==> src/rtl/assert_macros.svh <==
// assertion macros used by the top level rtl file
// no dependencies; empty bodies when SYNTH is defined
`ifndef ASSERT_MACROS_SVH
`define ASSERT_MACROS_SVH
`ifndef SYNTH
`define TMPC_ASSERT(name, clk, rst_n, prop, msg) \
  name: assert property (@(posedge clk) disable iff (!rst_n) prop) else $error(msg);
`define TMPC_NEVER(name, clk, rst_n, cond, msg) \
  name: assert property (@(posedge clk) disable iff (!rst_n) !(cond)) else $error(msg);
`else
`define TMPC_ASSERT(name, clk, rst_n, prop, msg)
`define TMPC_NEVER(name, clk, rst_n, cond, msg)
`endif
`endif

==> src/rtl/tmpc_pkg.sv <==
// shared constants and types of the triangle min path cost block
// no dependencies
package tmpc_pkg;

  localparam int MAX_ROWS   = 64;
  localparam int VALUE_BITS = 16;
  localparam int IN_W       = 16;
  localparam int COST_W     = 22;
  localparam int CFG_W      = 7;
  localparam int ROW_CELLS  = 2 * MAX_ROWS - 1;
  localparam int ROW_W      = $clog2(MAX_ROWS + 1);
  localparam int CNT_W      = ROW_W + 1;
  localparam int COL_W      = (ROW_CELLS > 1) ? $clog2(ROW_CELLS) : 1;
  localparam int ADDR_W     = COL_W + 1;
  localparam int MEM_DEPTH  = 2 ** ADDR_W;
  localparam int CFG_RESET  = 6;
  localparam logic [COST_W-1:0] COST_MAX = '1;

  typedef struct packed {
    logic             first_row;  // no row above
    logic             v0;         // predecessor at same column valid
    logic             v1;         // predecessor one column left valid
    logic             v2;         // predecessor two columns left valid
    logic             last_row;
    logic             emit;       // last cell of the bottom row
    logic [ADDR_W-1:0] wr_addr;
  } cell_ctl_t;

endpackage

==> src/rtl/tmpc_cost.sv <==
// cost stage: window over the row above, min of predecessors, saturating add,
// row memory write back with forwarding, bottom row minimum and result register
// uses tmpc_pkg
module tmpc_cost (
  input  logic                          clk_i,
  input  logic                          rst_ni,
  input  logic                          acc_i,
  input  tmpc_pkg::cell_ctl_t           ctl_i,
  input  logic [tmpc_pkg::IN_W-1:0]     value_i,
  input  logic [tmpc_pkg::ADDR_W-1:0]   rd_addr_i,
  input  logic [tmpc_pkg::COST_W-1:0]   rd_data_i,
  output logic                          we_o,
  output logic [tmpc_pkg::ADDR_W-1:0]   waddr_o,
  output logic [tmpc_pkg::COST_W-1:0]   wdata_o,
  output logic                          advance_o,
  output logic                          out_valid_o,
  input  logic                          out_ready_i,
  output logic [tmpc_pkg::COST_W-1:0]   out_data_o
);

  logic                                s1_valid_q;
  tmpc_pkg::cell_ctl_t                 ctl_q;
  logic [tmpc_pkg::VALUE_BITS-1:0]     value_q;
  logic                                fwd_q;
  logic [tmpc_pkg::COST_W-1:0]         fwd_data_q;
  logic [tmpc_pkg::COST_W-1:0]         w1_q, w2_q;
  logic [tmpc_pkg::COST_W-1:0]         bmin_q, bmin_d;
  logic                                out_valid_q;
  logic [tmpc_pkg::COST_W-1:0]         out_data_q;
  logic [tmpc_pkg::COST_W-1:0]         prev_c, m0, m1, m2, m01, best, cost, new_min;
  logic [tmpc_pkg::COST_W:0]           sum;
  logic                                fire;

  assign advance_o = !(s1_valid_q && ctl_q.emit && out_valid_q && !out_ready_i);
  assign fire      = s1_valid_q && advance_o;

  // same-cycle write of the entry being read goes around the ram
  assign prev_c = fwd_q ? fwd_data_q : rd_data_i;

  assign m0   = ctl_q.v0 ? prev_c : tmpc_pkg::COST_MAX;
  assign m1   = ctl_q.v1 ? w1_q : tmpc_pkg::COST_MAX;
  assign m2   = ctl_q.v2 ? w2_q : tmpc_pkg::COST_MAX;
  assign m01  = (m1 < m0) ? m1 : m0;
  assign best = ctl_q.first_row ? '0 : ((m2 < m01) ? m2 : m01);
  assign sum  = (tmpc_pkg::COST_W + 1)'(best) + (tmpc_pkg::COST_W + 1)'(value_q);
  assign cost = sum[tmpc_pkg::COST_W] ? tmpc_pkg::COST_MAX : sum[tmpc_pkg::COST_W-1:0];

  assign new_min = (cost < bmin_q) ? cost : bmin_q;

  assign we_o    = fire;
  assign waddr_o = ctl_q.wr_addr;
  assign wdata_o = cost;

  always_comb begin
    bmin_d = bmin_q;
    if (fire && ctl_q.last_row) begin
      bmin_d = ctl_q.emit ? tmpc_pkg::COST_MAX : new_min;
    end
  end

  always_ff @(posedge clk_i or negedge rst_ni) begin
    if (!rst_ni) begin
      s1_valid_q  <= 1'b0;
      out_valid_q <= 1'b0;
      bmin_q      <= tmpc_pkg::COST_MAX;
    end else begin
      if (advance_o) begin
        s1_valid_q <= acc_i;
      end
      if (fire && ctl_q.emit) begin
        out_valid_q <= 1'b1;
      end else if (out_ready_i) begin
        out_valid_q <= 1'b0;
      end
      bmin_q <= bmin_d;
    end
  end

  always_ff @(posedge clk_i) begin
    if (acc_i) begin
      ctl_q      <= ctl_i;
      value_q    <= value_i[tmpc_pkg::VALUE_BITS-1:0];
      fwd_q      <= fire && (ctl_q.wr_addr == rd_addr_i);
      fwd_data_q <= cost;
    end
    if (fire) begin
      w1_q <= prev_c;
      w2_q <= w1_q;
    end
    if (fire && ctl_q.emit) begin
      out_data_q <= new_min;
    end
  end

  assign out_valid_o = out_valid_q;
  assign out_data_o  = out_data_q;

endmodule

==> config.mk <==
export PLATFORM = sky130hd
export DESIGN_NAME = tmpc_cost
export DESIGN_NICKNAME = d
export VERILOG_FILES = /design/src/rtl/assert_macros.svh /design/src/rtl/tmpc_pkg.sv /design/src/rtl/tmpc_cost.sv
export SDC_FILE = /design/constraint.sdc
export NUM_CORES = 1
export LEC_CHECK = 0
export CAP_MARGIN = 10
export CELL_PAD_IN_SITES_DETAIL_PLACEMENT = 0
export CELL_PAD_IN_SITES_GLOBAL_PLACEMENT = 1
export CORE_MARGIN = 4
export CORE_UTILIZATION = 51
export CTS_CLUSTER_DIAMETER = 80
export DETAILED_ROUTE_END_ITERATION = 16
export DONT_BUFFER_PORTS = 1
export HOLD_SLACK_MARGIN = 0.1
export PLACE_DENSITY = 0.91
export SETUP_SLACK_MARGIN = 0.4
export SLEW_MARGIN = 20
export SYNTH_ARGS = -nofsm -noshare
export SYNTH_HDL_FRONTEND = slang
export SYNTH_SLANG_ARGS = --single-unit
export TNS_END_PERCENT = 20
==> constraint.sdc <==
create_clock -name clk_i -period 13 [get_ports clk_i]
set_input_delay 0.65 -clock clk_i [delete_from_list [all_inputs] [get_ports clk_i]]
set_output_delay 0.65 -clock clk_i [all_outputs]
set_load 0.03 [all_outputs]
==> impl_metrics.xml, run 1 <==
<?xml version="1.0" encoding="UTF-8"?>
<metrics>
  <group name="place">
    <metric name="port_buffers" unit="">0</metric>
    <metric name="globalplace.congestion" unit="">0.868</metric>
    <metric name="detailed_place.area" unit="µm²">9210</metric>
    <metric name="post-dp-hpwl" unit="µm">16100</metric>
  </group>
  <group name="synth">
    <metric name="yosys-mux-area-fraction" unit="%">9.60</metric>
    <metric name="synth-compound-area-share" unit="%">11.7</metric>
    <metric name="synth_top_family_by_area" unit="">simple AND/OR/NAND/NOR gates</metric>
    <metric name="yosys.area_share.xor_xnor" unit="%">1.85</metric>
    <metric name="synthCells" unit="">818</metric>
    <metric name="ys_seq_elements" unit="">143</metric>
    <metric name="synth_enable_flop_cells" unit="">119</metric>
    <metric name="synthesized_area_fraction_occupied_by_and_or_nand_nor_cells" unit="%">13.3</metric>
    <metric name="synthesis.yosys.warnings" unit="">0</metric>
    <metric name="synth-main-ff-cell" unit="">edfxtp_1</metric>
    <metric name="post_synth_fa_ha_maj_area_fraction" unit="%">11.2</metric>
    <metric name="yosysSeqAreaShare" unit="%">46.8</metric>
    <metric name="syn_avg_cell_area" unit="µm²">11.0</metric>
    <metric name="synth_area_leaders" unit="">edfxtp_1 (40%), ha_1 (11%), dfstp_2 (6.4%), mux2i_1 (5.5%), mux2_4 (3.5%)</metric>
    <metric name="post-synth-top-area-fraction" unit="%">39.8</metric>
    <metric name="async_s_r_ff_share_synth" unit="%">16.8</metric>
    <metric name="netlist_cell_types" unit="">66</metric>
    <metric name="synth.net_count" unit="">962</metric>
    <metric name="synthDominantAreaCellType" unit="">edfxtp_1</metric>
    <metric name="post_synthesis_cell_area" unit="µm²">8980</metric>
  </group>
  <group name="worst_setup_path">
    <metric name="cpPeakStageDelay" unit="ps">830</metric>
    <metric name="timing.critical_path.buf_inv" unit="">4</metric>
    <metric name="worst_r2r_endpoint" unit="">bmin_q[12]$_DFFE_PN1P_</metric>
    <metric name="critical_path.endpoint_type" unit="">register</metric>
    <metric name="rrSetupSlack" unit="ps">1460</metric>
    <metric name="worst_path_top_cell_family_by_delay" unit="">compound AO/OA/AOI/OAI gates</metric>
    <metric name="ff2ff_path_depth" unit="">41</metric>
    <metric name="critical_path.startpoint_type" unit="">register</metric>
    <metric name="cp_max_fo" unit="">22</metric>
    <metric name="criticalPathCategory" unit="">reg2reg</metric>
    <metric name="critPathRequiredTime" unit="ps">13360</metric>
    <metric name="critical_path.slowest_cell" unit="">or4b_1</metric>
    <metric name="timing.rr.start" unit="">ctl_q[11]$_DFFE_PP_</metric>
    <metric name="crit_arrival" unit="ps">11900</metric>
  </group>
  <group name="sta">
    <metric name="timing.setup.tns" unit="ps">0</metric>
    <metric name="finalSetupViolations" unit="">0</metric>
    <metric name="drv_slew" unit="">0</metric>
    <metric name="grt_setup_unrepaired" unit="">no</metric>
    <metric name="maxSlewHeadroom" unit="%">31.8</metric>
    <metric name="largest_clock_skew_in_the_final_design" unit="ps">8.26</metric>
    <metric name="report.final.hold_viol_count" unit="">0</metric>
    <metric name="fmax" unit="MHz">86.7</metric>
    <metric name="tightest_slew" unit="ps">1020</metric>
    <metric name="final_critical_path_time_including_i_o_delays_and_setup" unit="ps">11540</metric>
    <metric name="post-route-period-util" unit="%">88.7</metric>
  </group>
  <group name="grt">
    <metric name="grt_antenna_before_repair" unit="">0</metric>
    <metric name="first_global_vias" unit="">6380</metric>
    <metric name="grt_util_all_layers" unit="%">22.6</metric>
    <metric name="grt_overflow_total" unit="">0</metric>
    <metric name="largest_net_degree_at_the_start_of_global_routing" unit="">55</metric>
    <metric name="wire_length_of_the_first_global_routing_pass" unit="µm">34700</metric>
  </group>
  <group name="worst_hold_path">
    <metric name="hold_startpoint" unit="">value_i[15]</metric>
    <metric name="min_path_cells" unit="">0</metric>
    <metric name="hold_end" unit="">value_q[15]$_DFFE_PP_</metric>
    <metric name="hold_class" unit="">in2reg</metric>
  </group>
  <group name="layout">
    <metric name="n_antenna_cell" unit="">0</metric>
    <metric name="layout.cell_area.non_filler" unit="µm²">9910</metric>
    <metric name="layout.nets" unit="">973</metric>
    <metric name="layout_fillers" unit="">1466</metric>
    <metric name="layout.cells.most_common_list" unit="">edfxtp_1 (119), ha_1 (79), inv_1 (78)</metric>
    <metric name="area.growth.synth_to_final" unit="%">10.3</metric>
    <metric name="final_layout_size_suffix_gt1_share" unit="%">15.1</metric>
    <metric name="commonest_non_fill_non_tap_cell_in_the_layout" unit="">edfxtp_1</metric>
  </group>
  <group name="power_and_ir_drop">
    <metric name="largest_voltage_drop_on_the_vdd_net" unit="V">0.000132</metric>
    <metric name="leakage_component_of_the_power" unit="nW">4.40</metric>
    <metric name="power_density" unit="nW/µm²">217</metric>
  </group>
  <group name="floorplan">
    <metric name="row_count" unit="">48</metric>
    <metric name="die_h" unit="µm">141</metric>
    <metric name="core_region_area" unit="µm²">17300</metric>
    <metric name="start_util" unit="%">51.9</metric>
    <metric name="boundaryPins" unit="">119</metric>
    <metric name="die_area" unit="µm²">19800</metric>
    <metric name="die_x" unit="µm">141</metric>
  </group>
  <group name="clock_tree">
    <metric name="max-clock-path-buffers" unit="">2</metric>
    <metric name="ctsHtreeMaxLevel" unit="">4</metric>
    <metric name="worstSkewPairLatency" unit="ps">440</metric>
    <metric name="clockRootBuffer" unit="">clkbuf_16</metric>
    <metric name="cts_inserted_buffers" unit="">17</metric>
    <metric name="tritoncts_clock_tree" unit="">done</metric>
    <metric name="worst_setup_hold_path_clk_slew" unit="ps">60</metric>
    <metric name="clock_sinks" unit="">143</metric>
  </group>
  <group name="route">
    <metric name="via_per_inst" unit="">5.80</metric>
    <metric name="drt_drc_violations_left" unit="">0</metric>
    <metric name="wl_per_cell" unit="µm">20.5</metric>
    <metric name="routed_wl" unit="µm">21900</metric>
    <metric name="antenna_left" unit="">0</metric>
    <metric name="vias" unit="">6191</metric>
    <metric name="detailedRoute.firstPassIterationCount" unit="">5</metric>
    <metric name="detailedRoute.firstIterationViolations" unit="">464</metric>
  </group>
  <group name="job">
    <metric name="timing.max_cap.violations" unit="">0</metric>
  </group>
  <group name="outcome">
    <metric name="status" unit="">complete, no violations</metric>
  </group>
</metrics>
-- kinds of logic after synthesis --
kind of cell               Yosys count
buffers and inverters              114
muxes                               75
AOI/OAI and AO/OA                  156
DFF                                143
and+or+nand+nor                    231
xor gates and xnor gates            19
adders and majority gates           80
-- per-layer routing --
layer	wire, µm	global-route usage [%]	part of all wire, %	vias up
li1	-	-	-	2988
met1	9370	28.3	43	3013
met2	10800	38.4	49	156
met5	0	0	0	-
met4	471	7.50	2.2	0
met3	1220	5.66	5.6	34
-- power by group --
part | leakage [nW] | internal, W | switching (W)
registers | 1.41 | 0.000645 | 0.0000892
clock network | 0.286 | 0.000299 | 0.000198
logic | 2.70 | 0.000354 | 0.000560
-- registers in the layout, indices dropped and copies added, names as in the netlist, 6 cells and up --
name / count
fwd_data_q: 22
w1_q: 22
waddr_o: 8
bmin_q: 22
out_data_o: 22
ctl_q: 6
value_q: 16
w2_q: 22
-- layout make-up --
cell class                      instances  area, µm²  share of cell area, %
Timing Repair Buffer                   27        230                   2.32
Clock inverter                         12        131                   1.33
Clock buffer                           20        468                   4.72
Multi-Input combinational cell        561       4300                   43.4
Inverter                               79        297                   2.99
Sequential cell                       143       4200                   42.4
Tap cell                              225        282                   2.84
-- synth_stat cells, types with 18 or more instances --
master and number:
o22a_1 22, clkbuf_1 19, nor2_1 23, nand2_1 77, edfxtp_1 119, a21oi_1 40, mux2_4 21, dfstp_2 22
nand2b_1 42, mux2i_1 49, ha_1 79, o21ai_0 33, a21o_1 18, inv_1 78
-- worst max-delay path by stage --
stage / from / endpoint / slack (ps) / cells past startpoint
finish: ctl_q[11]$_DFFE_PP_ / bmin_q[12]$_DFFE_PN1P_ / 1460 / 41
global route: ctl_q[11]$_DFFE_PP_ / bmin_q[12]$_DFFE_PN1P_ / 570 / 41
CTS: fwd_q$_DFFE_PP_ / bmin_q[12]$_DFFE_PN1P_ / 900 / 43
detailed placement: fwd_q$_DFFE_PP_ / bmin_q[12]$_DFFE_PN1P_ / 900 / 43
global placement: fwd_q$_DFFE_PP_ / bmin_q[7]$_DFFE_PN1P_ / 1170 / 43
floorplan: fwd_q$_DFFE_PP_ / out_data_o[2]$_DFFE_PP_ / 1720 / 50
-- through the flow --
| step | cells | util, % | setup slack, ps | hold slack [ps] | total power, W |
|---|---|---|---|---|---|
| 5_1_grt | 1067 | 57.3 | 570 | 288 | 0.00227 |
| 3_3_place_gp | 1027 | 53.3 | 1170 | 357 | 0.00162 |
| 6_report | 1067 | 57.3 | 1460 | 302 | 0.00215 |
| 2_1_floorplan | 818 | - | 1720 | 354 | 0.00142 |
| 4_1_cts | 1061 | 56.9 | 903 | 292 | 0.00214 |
| 3_5_place_dp | 1027 | 53.3 | 900 | 357 | 0.00164 |
-- what timing repair did --
| item | CTS | global route |
|---|---|---|
| buffers inserted | 0 | 6 |
| resized for setup | 0 | 1 |
| setup endpoints to repair | 0 | 44 |
| endpoints found under the hold margin | 24 | 0 |
| hold buffers | 2 | 0 |
No activity file was read; power rests on OpenSTA's default activity.
==> inputs of run 2 (changes only) <==
- ABC_AREA: not set -> 1
- CORE_UTILIZATION: 51 -> 49
- PLACE_DENSITY: 0.91 -> 0.92
==> run 2 against run 1 <==
Power decreased by 10%. First-iteration DRC count decreased by 9.1%. Final cell count increased by 15%. Global-route usage decreased by 1.0 points. Register-to-register slack improved by 820 ps. Die area increased by 1.8%. Non-clock buffer count decreased by 20. Sequential power decreased by 2.9%. Flip-flop and latch count unchanged.
==> impl_metrics.xml, run 2 <==
<?xml version="1.0" encoding="UTF-8"?>
<metrics>
  <group name="worst_hold_path">
    <metric name="hold_startpoint" unit="">value_i[12]</metric>
    <metric name="min_path_cells" unit="">0</metric>
    <metric name="hold_class" unit="">in2reg</metric>
  </group>
  <group name="sta">
    <metric name="report.final.hold_viol_count" unit="">0</metric>
    <metric name="timing.setup.tns" unit="ps">0</metric>
    <metric name="fmax" unit="MHz">93.3</metric>
    <metric name="drv_slew" unit="">0</metric>
    <metric name="maxSlewHeadroom" unit="%">39.6</metric>
    <metric name="fin_hold_ws" unit="ps">311</metric>
    <metric name="tightest_slew" unit="ps">907</metric>
    <metric name="largest_clock_skew_in_the_final_design" unit="ps">7.02</metric>
    <metric name="grt_setup_unrepaired" unit="">no</metric>
    <metric name="finalSetupViolations" unit="">0</metric>
    <metric name="post-route-period-util" unit="%">82.4</metric>
    <metric name="final_critical_path_time_including_i_o_delays_and_setup" unit="ps">10710</metric>
  </group>
  <group name="floorplan">
    <metric name="die_x" unit="µm">142</metric>
    <metric name="core_region_area" unit="µm²">17400</metric>
    <metric name="die_h" unit="µm">142</metric>
    <metric name="boundaryPins" unit="">119</metric>
    <metric name="die_area" unit="µm²">20100</metric>
    <metric name="start_util" unit="%">50.5</metric>
    <metric name="row_count" unit="">48</metric>
  </group>
  <group name="power_and_ir_drop">
    <metric name="largest_voltage_drop_on_the_vdd_net" unit="V">0.000108</metric>
    <metric name="power_density" unit="nW/µm²">202</metric>
    <metric name="leakage_component_of_the_power" unit="nW">4.48</metric>
  </group>
  <group name="route">
    <metric name="routed_wl" unit="µm">21000</metric>
    <metric name="antenna_left" unit="">0</metric>
    <metric name="via_per_inst" unit="">5.25</metric>
    <metric name="detailedRoute.firstIterationViolations" unit="">422</metric>
    <metric name="wl_per_cell" unit="µm">17.1</metric>
    <metric name="drt_drc_violations_left" unit="">0</metric>
    <metric name="detailedRoute.firstPassIterationCount" unit="">5</metric>
    <metric name="vias" unit="">6450</metric>
  </group>
  <group name="layout">
    <metric name="layout.nets" unit="">1135</metric>
    <metric name="area.growth.synth_to_final" unit="%">8.30</metric>
    <metric name="layout_fillers" unit="">1593</metric>
    <metric name="final_layout_size_suffix_gt1_share" unit="%">11.9</metric>
    <metric name="layout.cells.most_common_list" unit="">nand2_1 (264), inv_1 (129), edfxtp_1 (119)</metric>
    <metric name="n_antenna_cell" unit="">0</metric>
    <metric name="commonest_non_fill_non_tap_cell_in_the_layout" unit="">nand2_1</metric>
    <metric name="utilization" unit="%">54.6</metric>
  </group>
  <group name="worst_setup_path">
    <metric name="critical_path.endpoint_type" unit="">register</metric>
    <metric name="timing.rr.start" unit="">fwd_q$_DFFE_PP_</metric>
    <metric name="cpPeakStageDelay" unit="ps">840</metric>
    <metric name="crit_arrival" unit="ps">11090</metric>
    <metric name="ff2ff_path_depth" unit="">51</metric>
    <metric name="critPathLaunch" unit="">fwd_q$_DFFE_PP_</metric>
    <metric name="criticalPathCategory" unit="">reg2reg</metric>
    <metric name="cpMostUsedCell" unit="">nand2_1</metric>
    <metric name="critPathRequiredTime" unit="ps">13370</metric>
    <metric name="cp_max_fo" unit="">43</metric>
    <metric name="critical_path.slowest_cell" unit="">edfxtp_1</metric>
    <metric name="critical_path.startpoint_type" unit="">register</metric>
  </group>
  <group name="grt">
    <metric name="first_global_vias" unit="">6403</metric>
    <metric name="grt_antenna_before_repair" unit="">0</metric>
    <metric name="wire_length_of_the_first_global_routing_pass" unit="µm">33500</metric>
    <metric name="grt_overflow_total" unit="">0</metric>
    <metric name="largest_net_degree_at_the_start_of_global_routing" unit="">55</metric>
    <metric name="grt_util_all_layers" unit="%">21.6</metric>
  </group>
  <group name="synth">
    <metric name="synth.net_count" unit="">1148</metric>
    <metric name="synthesis.yosys.warnings" unit="">0</metric>
    <metric name="synth_area_leaders" unit="">edfxtp_1 (41%), nand2_1 (11%), ha_1 (11%), dfstp_2 (6.6%), inv_1 (5.6%)</metric>
    <metric name="synthCells" unit="">1004</metric>
    <metric name="post-synth-top-area-fraction" unit="%">40.7</metric>
    <metric name="netlist_cell_types" unit="">40</metric>
    <metric name="synthDominantAreaCellType" unit="">edfxtp_1</metric>
    <metric name="synth-main-ff-cell" unit="">edfxtp_1</metric>
    <metric name="post_synthesis_cell_area" unit="µm²">8790</metric>
    <metric name="ys_seq_elements" unit="">143</metric>
    <metric name="synth.most_common_cell" unit="">nand2_1</metric>
    <metric name="ys_top_cells_by_count" unit="">nand2_1 (264), inv_1 (130), edfxtp_1 (119)</metric>
    <metric name="async_s_r_ff_share_synth" unit="%">16.8</metric>
    <metric name="synth_enable_flop_cells" unit="">119</metric>
    <metric name="syn_avg_cell_area" unit="µm²">8.75</metric>
    <metric name="yosysSeqAreaShare" unit="%">47.8</metric>
  </group>
  <group name="clock_tree">
    <metric name="worstSkewPairLatency" unit="ps">430</metric>
    <metric name="cts_inserted_buffers" unit="">17</metric>
    <metric name="post-cts-setup-buffers" unit="">0</metric>
    <metric name="worst_setup_hold_path_clk_slew" unit="ps">60</metric>
    <metric name="max-clock-path-buffers" unit="">2</metric>
    <metric name="clockRootBuffer" unit="">clkbuf_16</metric>
    <metric name="clock_sinks" unit="">143</metric>
    <metric name="tritoncts_clock_tree" unit="">done</metric>
    <metric name="ctsHtreeMaxLevel" unit="">4</metric>
  </group>
  <group name="place">
    <metric name="globalplace.congestion" unit="">0.879</metric>
    <metric name="post-dp-hpwl" unit="µm">15500</metric>
    <metric name="port_buffers" unit="">0</metric>
  </group>
  <group name="outcome">
    <metric name="status" unit="">complete, no violations</metric>
  </group>
  <group name="job">
    <metric name="timing.max_cap.violations" unit="">0</metric>
  </group>
</metrics>
run 2: cell types whose count changed after synthesis, sizes merged, moves of 11 or more:
cell and change:
nand2 +215, nand3 +61, inv +55, mux2i -48, nand2b -42, nor2 +41, a21oi +26, mux2 -26
o22a -22, a21o -16, o21ai +14, nor3 -13, nor2b -11
run 2: what timing repair did:
action                                 in CTS  in global routing
endpoints found under the hold margin      24                  0
gates resized for setup                     0                  0
hold buffers                                2                  0
run 2: power by group:
| part | switching, W | internal, W | total [W] |
|---|---|---|---|
| Combinational | 0.000495 | 0.000216 | 0.000712 |
| Clock | 0.000194 | 0.000302 | 0.000496 |
| Sequential | 0.0000783 | 0.000635 | 0.000714 |
run 2: area by class of cell:
class,instances,area (µm²),area share [%]
inverters,133,499,5.25
flip-flops and latches,143,4200,44.1
clock inverters,13,164,1.72
repair buffers,7,67.6,0.710
clock buffers,19,433,4.55
multi-input cells,689,3870,40.7
well taps,225,282,2.96
run 2: kinds of logic (layout without fill, tap and decap cells):
group	after synthesis	in the layout	share of synthesized area, %
AOI/OAI and AO/OA	129	129	8.02
xor gates and xnor gates	15	15	1.49
adders and majority gates	80	80	11.5
and+or+nand+nor	464	464	22.9
DFF	143	143	47.8
buffers and inverters	172	172	8.21
muxes	1	1	0.114
run 2: worst paths after layout:
| check | slack (ps) | end |
|---|---|---|
| worst max-delay path | 2290 | bmin_q[9]$_DFFE_PN1P_ |
| worst min-delay path | 310 | value_q[12]$_DFFE_PP_ |
| worst max register to register | 2290 | bmin_q[9]$_DFFE_PN1P_ |
| worst min register to register | 450 | w2_q[4]$_DFFE_PP_ |
| max in group asynchronous | 12120 | bmin_q[6]$_DFFE_PN1P_ |
| min in group asynchronous | 650 | out_valid_o$_DFFE_PN0P_ |
run 2: critical path: cells and delay by family, from the launching register on:
kind / cells / cell delay, ps
AOI/OAI and AO/OA: 18 / 3760
and+or+nand+nor: 21 / 2820
buffers and inverters: 7 / 1630
adders and majority gates: 5 / 1540
DFF: 1 / 840
run 2: stage by stage:
step | total power, W | setup WS [ps] | cells | area, µm²
2_1_floorplan | 0.00128 | 4000 | 1004 | 8790
3_3_place_gp | 0.00141 | 2500 | 1195 | 8890
3_5_place_dp | 0.00143 | 2290 | 1195 | 8890
4_1_cts | 0.00193 | 2250 | 1229 | 9520
5_1_grt | 0.00206 | 868 | 1229 | 9520
6_report | 0.00192 | 2290 | 1229 | 9520
run 2: per-layer routing:
metal	wire length, µm	part of all wire [%]	track usage (%)
met1	9240	44	28.7
met2	10000	48	35.1
met3	1390	6.6	5.63
met4	367	1.7	6.16
met5	0	0	0
==> inputs of run 3 (changes only) <==
- ABC_AREA: 1 -> 0
- CORE_UTILIZATION: 49 -> 46
- PLACE_DENSITY: 0.92 -> 0.87
- clock period: 13 -> 8.8 ns (I/O delays scaled with it)
==> run 3 against run 2 <==
The flow now finishes with violations (negative setup slack). Largest power group is now combinational logic. Sequential share of layout area fell by 10 points. Fmax rose by 13%. Critical path depth fell by 2. Power rose by 100%. Combinational power rose to 2.9 times the previous value. Cell area rose by 30%. Hold slack got worse by 190 ps.
==> impl_metrics.xml, run 3 (synthesized netlist as in run 1, its figures left out) <==
<?xml version="1.0" encoding="UTF-8"?>
<metrics>
  <group name="outcome">
    <metric name="status" unit="">finished, violations left</metric>
    <metric name="failed_checks" unit="">negative setup slack</metric>
  </group>
  <group name="layout">
    <metric name="multi_input_area" unit="µm²">5020</metric>
    <metric name="commonest_non_fill_non_tap_cell_in_the_layout" unit="">buf_4</metric>
    <metric name="final_layout_size_suffix_gt1_share" unit="%">38.8</metric>
    <metric name="layout.nets" unit="">1159</metric>
    <metric name="layout_fillers" unit="">1361</metric>
    <metric name="sequential_cell_area" unit="µm²">4200</metric>
    <metric name="area.growth.synth_to_final" unit="%">37.9</metric>
    <metric name="layout.cells.most_common_list" unit="">buf_4 (152), edfxtp_1 (119), inv_1 (74)</metric>
    <metric name="utilization" unit="%">65.3</metric>
  </group>
  <group name="worst_setup_path">
    <metric name="ff2ff_path_depth" unit="">49</metric>
    <metric name="cpPeakStageDelay" unit="ps">530</metric>
    <metric name="critical_path.endpoint_type" unit="">register</metric>
    <metric name="timing.rr.start" unit="">fwd_q$_DFFE_PP_</metric>
    <metric name="critical_path.startpoint_type" unit="">register</metric>
    <metric name="critPathRequiredTime" unit="ps">9160</metric>
    <metric name="critical_path.slowest_cell" unit="">or4b_4</metric>
    <metric name="worst_r2r_endpoint" unit="">bmin_q[15]$_DFFE_PN1P_</metric>
    <metric name="cp_max_fo" unit="">11</metric>
    <metric name="crit_arrival" unit="ps">9860</metric>
    <metric name="cpMostUsedCell" unit="">a21o_1</metric>
    <metric name="criticalPathCategory" unit="">reg2reg</metric>
    <metric name="rrSetupSlack" unit="ps">-700</metric>
  </group>
  <group name="floorplan">
    <metric name="boundaryPins" unit="">119</metric>
    <metric name="die_h" unit="µm">148</metric>
    <metric name="die_area" unit="µm²">21800</metric>
    <metric name="core_region_area" unit="µm²">19000</metric>
    <metric name="row_count" unit="">50</metric>
    <metric name="start_util" unit="%">47.4</metric>
    <metric name="die_x" unit="µm">148</metric>
  </group>
  <group name="route">
    <metric name="detailedRoute.firstPassIterationCount" unit="">5</metric>
    <metric name="drt_drc_violations_left" unit="">0</metric>
    <metric name="antenna_left" unit="">0</metric>
    <metric name="routed_wl" unit="µm">26700</metric>
    <metric name="via_per_inst" unit="">5.51</metric>
    <metric name="detailedRoute.firstIterationViolations" unit="">527</metric>
    <metric name="vias" unit="">7107</metric>
    <metric name="wl_per_cell" unit="µm">20.7</metric>
  </group>
  <group name="power_and_ir_drop">
    <metric name="fin_total_pwr" unit="W">0.00385</metric>
    <metric name="largest_voltage_drop_on_the_vdd_net" unit="V">0.000221</metric>
    <metric name="power_density" unit="nW/µm²">311</metric>
    <metric name="leakage_component_of_the_power" unit="nW">5.42</metric>
  </group>
  <group name="worst_hold_path">
    <metric name="hold_end" unit="">fwd_data_q[5]$_DFFE_PP_</metric>
    <metric name="hold_class" unit="">in2reg</metric>
    <metric name="min_path_cells" unit="">0</metric>
    <metric name="hold_startpoint" unit="">acc_i</metric>
  </group>
  <group name="sta">
    <metric name="final_critical_path_time_including_i_o_delays_and_setup" unit="ps">9500</metric>
    <metric name="setup_slack" unit="ps">-701</metric>
    <metric name="fin_hold_ws" unit="ps">119</metric>
    <metric name="finalSetupViolations" unit="">44</metric>
    <metric name="report.final.hold_viol_count" unit="">0</metric>
    <metric name="tightest_slew" unit="ps">776</metric>
    <metric name="grt_setup_unrepaired" unit="">yes</metric>
    <metric name="drv_slew" unit="">0</metric>
    <metric name="largest_clock_skew_in_the_final_design" unit="ps">11.2</metric>
    <metric name="fmax" unit="MHz">105</metric>
    <metric name="maxSlewHeadroom" unit="%">48.3</metric>
    <metric name="post-route-period-util" unit="%">108</metric>
  </group>
  <group name="job">
    <metric name="timing.max_cap.violations" unit="">0</metric>
  </group>
  <group name="grt">
    <metric name="grt_overflow_total" unit="">0</metric>
    <metric name="largest_net_degree_at_the_start_of_global_routing" unit="">55</metric>
    <metric name="grt_util_all_layers" unit="%">23.1</metric>
    <metric name="grt_antenna_before_repair" unit="">1</metric>
    <metric name="first_global_vias" unit="">7314</metric>
    <metric name="wire_length_of_the_first_global_routing_pass" unit="µm">39300</metric>
  </group>
  <group name="place">
    <metric name="post-dp-hpwl" unit="µm">17900</metric>
    <metric name="globalplace.congestion" unit="">0.934</metric>
    <metric name="port_buffers" unit="">0</metric>
    <metric name="place_worst_setup_slack" unit="ps">-1210</metric>
  </group>
  <group name="clock_tree">
    <metric name="worst_setup_hold_path_clk_slew" unit="ps">60</metric>
    <metric name="clockRootBuffer" unit="">clkbuf_16</metric>
    <metric name="cts_inserted_buffers" unit="">17</metric>
    <metric name="max-clock-path-buffers" unit="">2</metric>
    <metric name="ctsHtreeMaxLevel" unit="">4</metric>
    <metric name="clock_sinks" unit="">143</metric>
    <metric name="tritoncts_clock_tree" unit="">done</metric>
    <metric name="worstSkewPairLatency" unit="ps">440</metric>
  </group>
</metrics>
run 3: critical path: cells and delay by family, from the launching register on:
| family | cells | cell delay, ps |
|---|---|---|
| and+or+nand+nor | 12 | 2040 |
| DFF | 1 | 520 |
| adders and majority gates | 5 | 1290 |
| buffers and inverters | 9 | 1240 |
| AOI/OAI and AO/OA | 20 | 3750 |
| muxes | 3 | 570 |
run 3: area by class of cell:
cell class / count / area share, %
clock inverter: 12 / 0.778
sequential: 143 / 33.9
inverter: 79 / 2.40
tap: 260 / 2.63
clock buffer: 20 / 3.86
antenna: 1 / 0.0202
timing repair buffer: 213 / 15.8
multi-input combinational: 561 / 40.6
run 3: timing repair:
item,CTS,global route
gates cloned,0,5
hold buffers,32,0
endpoints found under the setup margin,64,65
resized for setup,33,113
endpoints found under the hold margin,54,0
setup buffers,3,13
pin swaps,11,32
run 3: report_power, final:
part / leakage, nW / internal [W] / switching (W)
Combinational: 3.73 / 0.000963 / 0.00109
Clock: 0.282 / 0.000398 / 0.000310
Sequential: 1.41 / 0.000953 / 0.000133
Total: 5.42 / 0.00231 / 0.00153
run 3: per-layer routing:
| layer | track usage, % | vias up | routed length, µm |
|---|---|---|---|
| met5 | 0 | - | 0 |
| met4 | 9.32 | 0 | 874 |
| met3 | 5.70 | 63 | 1640 |
| met2 | 39.3 | 225 | 13300 |
| met1 | 28.3 | 3464 | 10800 |
| li1 | - | 3355 | - |
run 3: how the worst max path moves through the flow:
stage,depth (start not counted),to,slack (ps),from
detailed placement,46,bmin_q[16]$_DFFE_PN1P_,-1210,fwd_q$_DFFE_PP_
CTS,48,bmin_q[16]$_DFFE_PN1P_,-720,fwd_q$_DFFE_PP_
floorplan,52,out_data_o[13]$_DFFE_PP_,-790,fwd_q$_DFFE_PP_
finish,49,bmin_q[15]$_DFFE_PN1P_,-700,fwd_q$_DFFE_PP_
global route,49,bmin_q[21]$_DFFE_PN1P_,-990,fwd_q$_DFFE_PP_
global placement,46,bmin_q[6]$_DFFE_PN1P_,-1110,fwd_q$_DFFE_PP_
run 3: metrics by stage:
stage	setup TNS, ps	std cells	area (µm²)
floorplan	-31350	818	9250
global placement	-47850	1203	10600
detailed placement	-51130	1203	10600
CTS	-29520	1270	11700
global route	-40070	1289	12400
finish	-27420	1289	12400
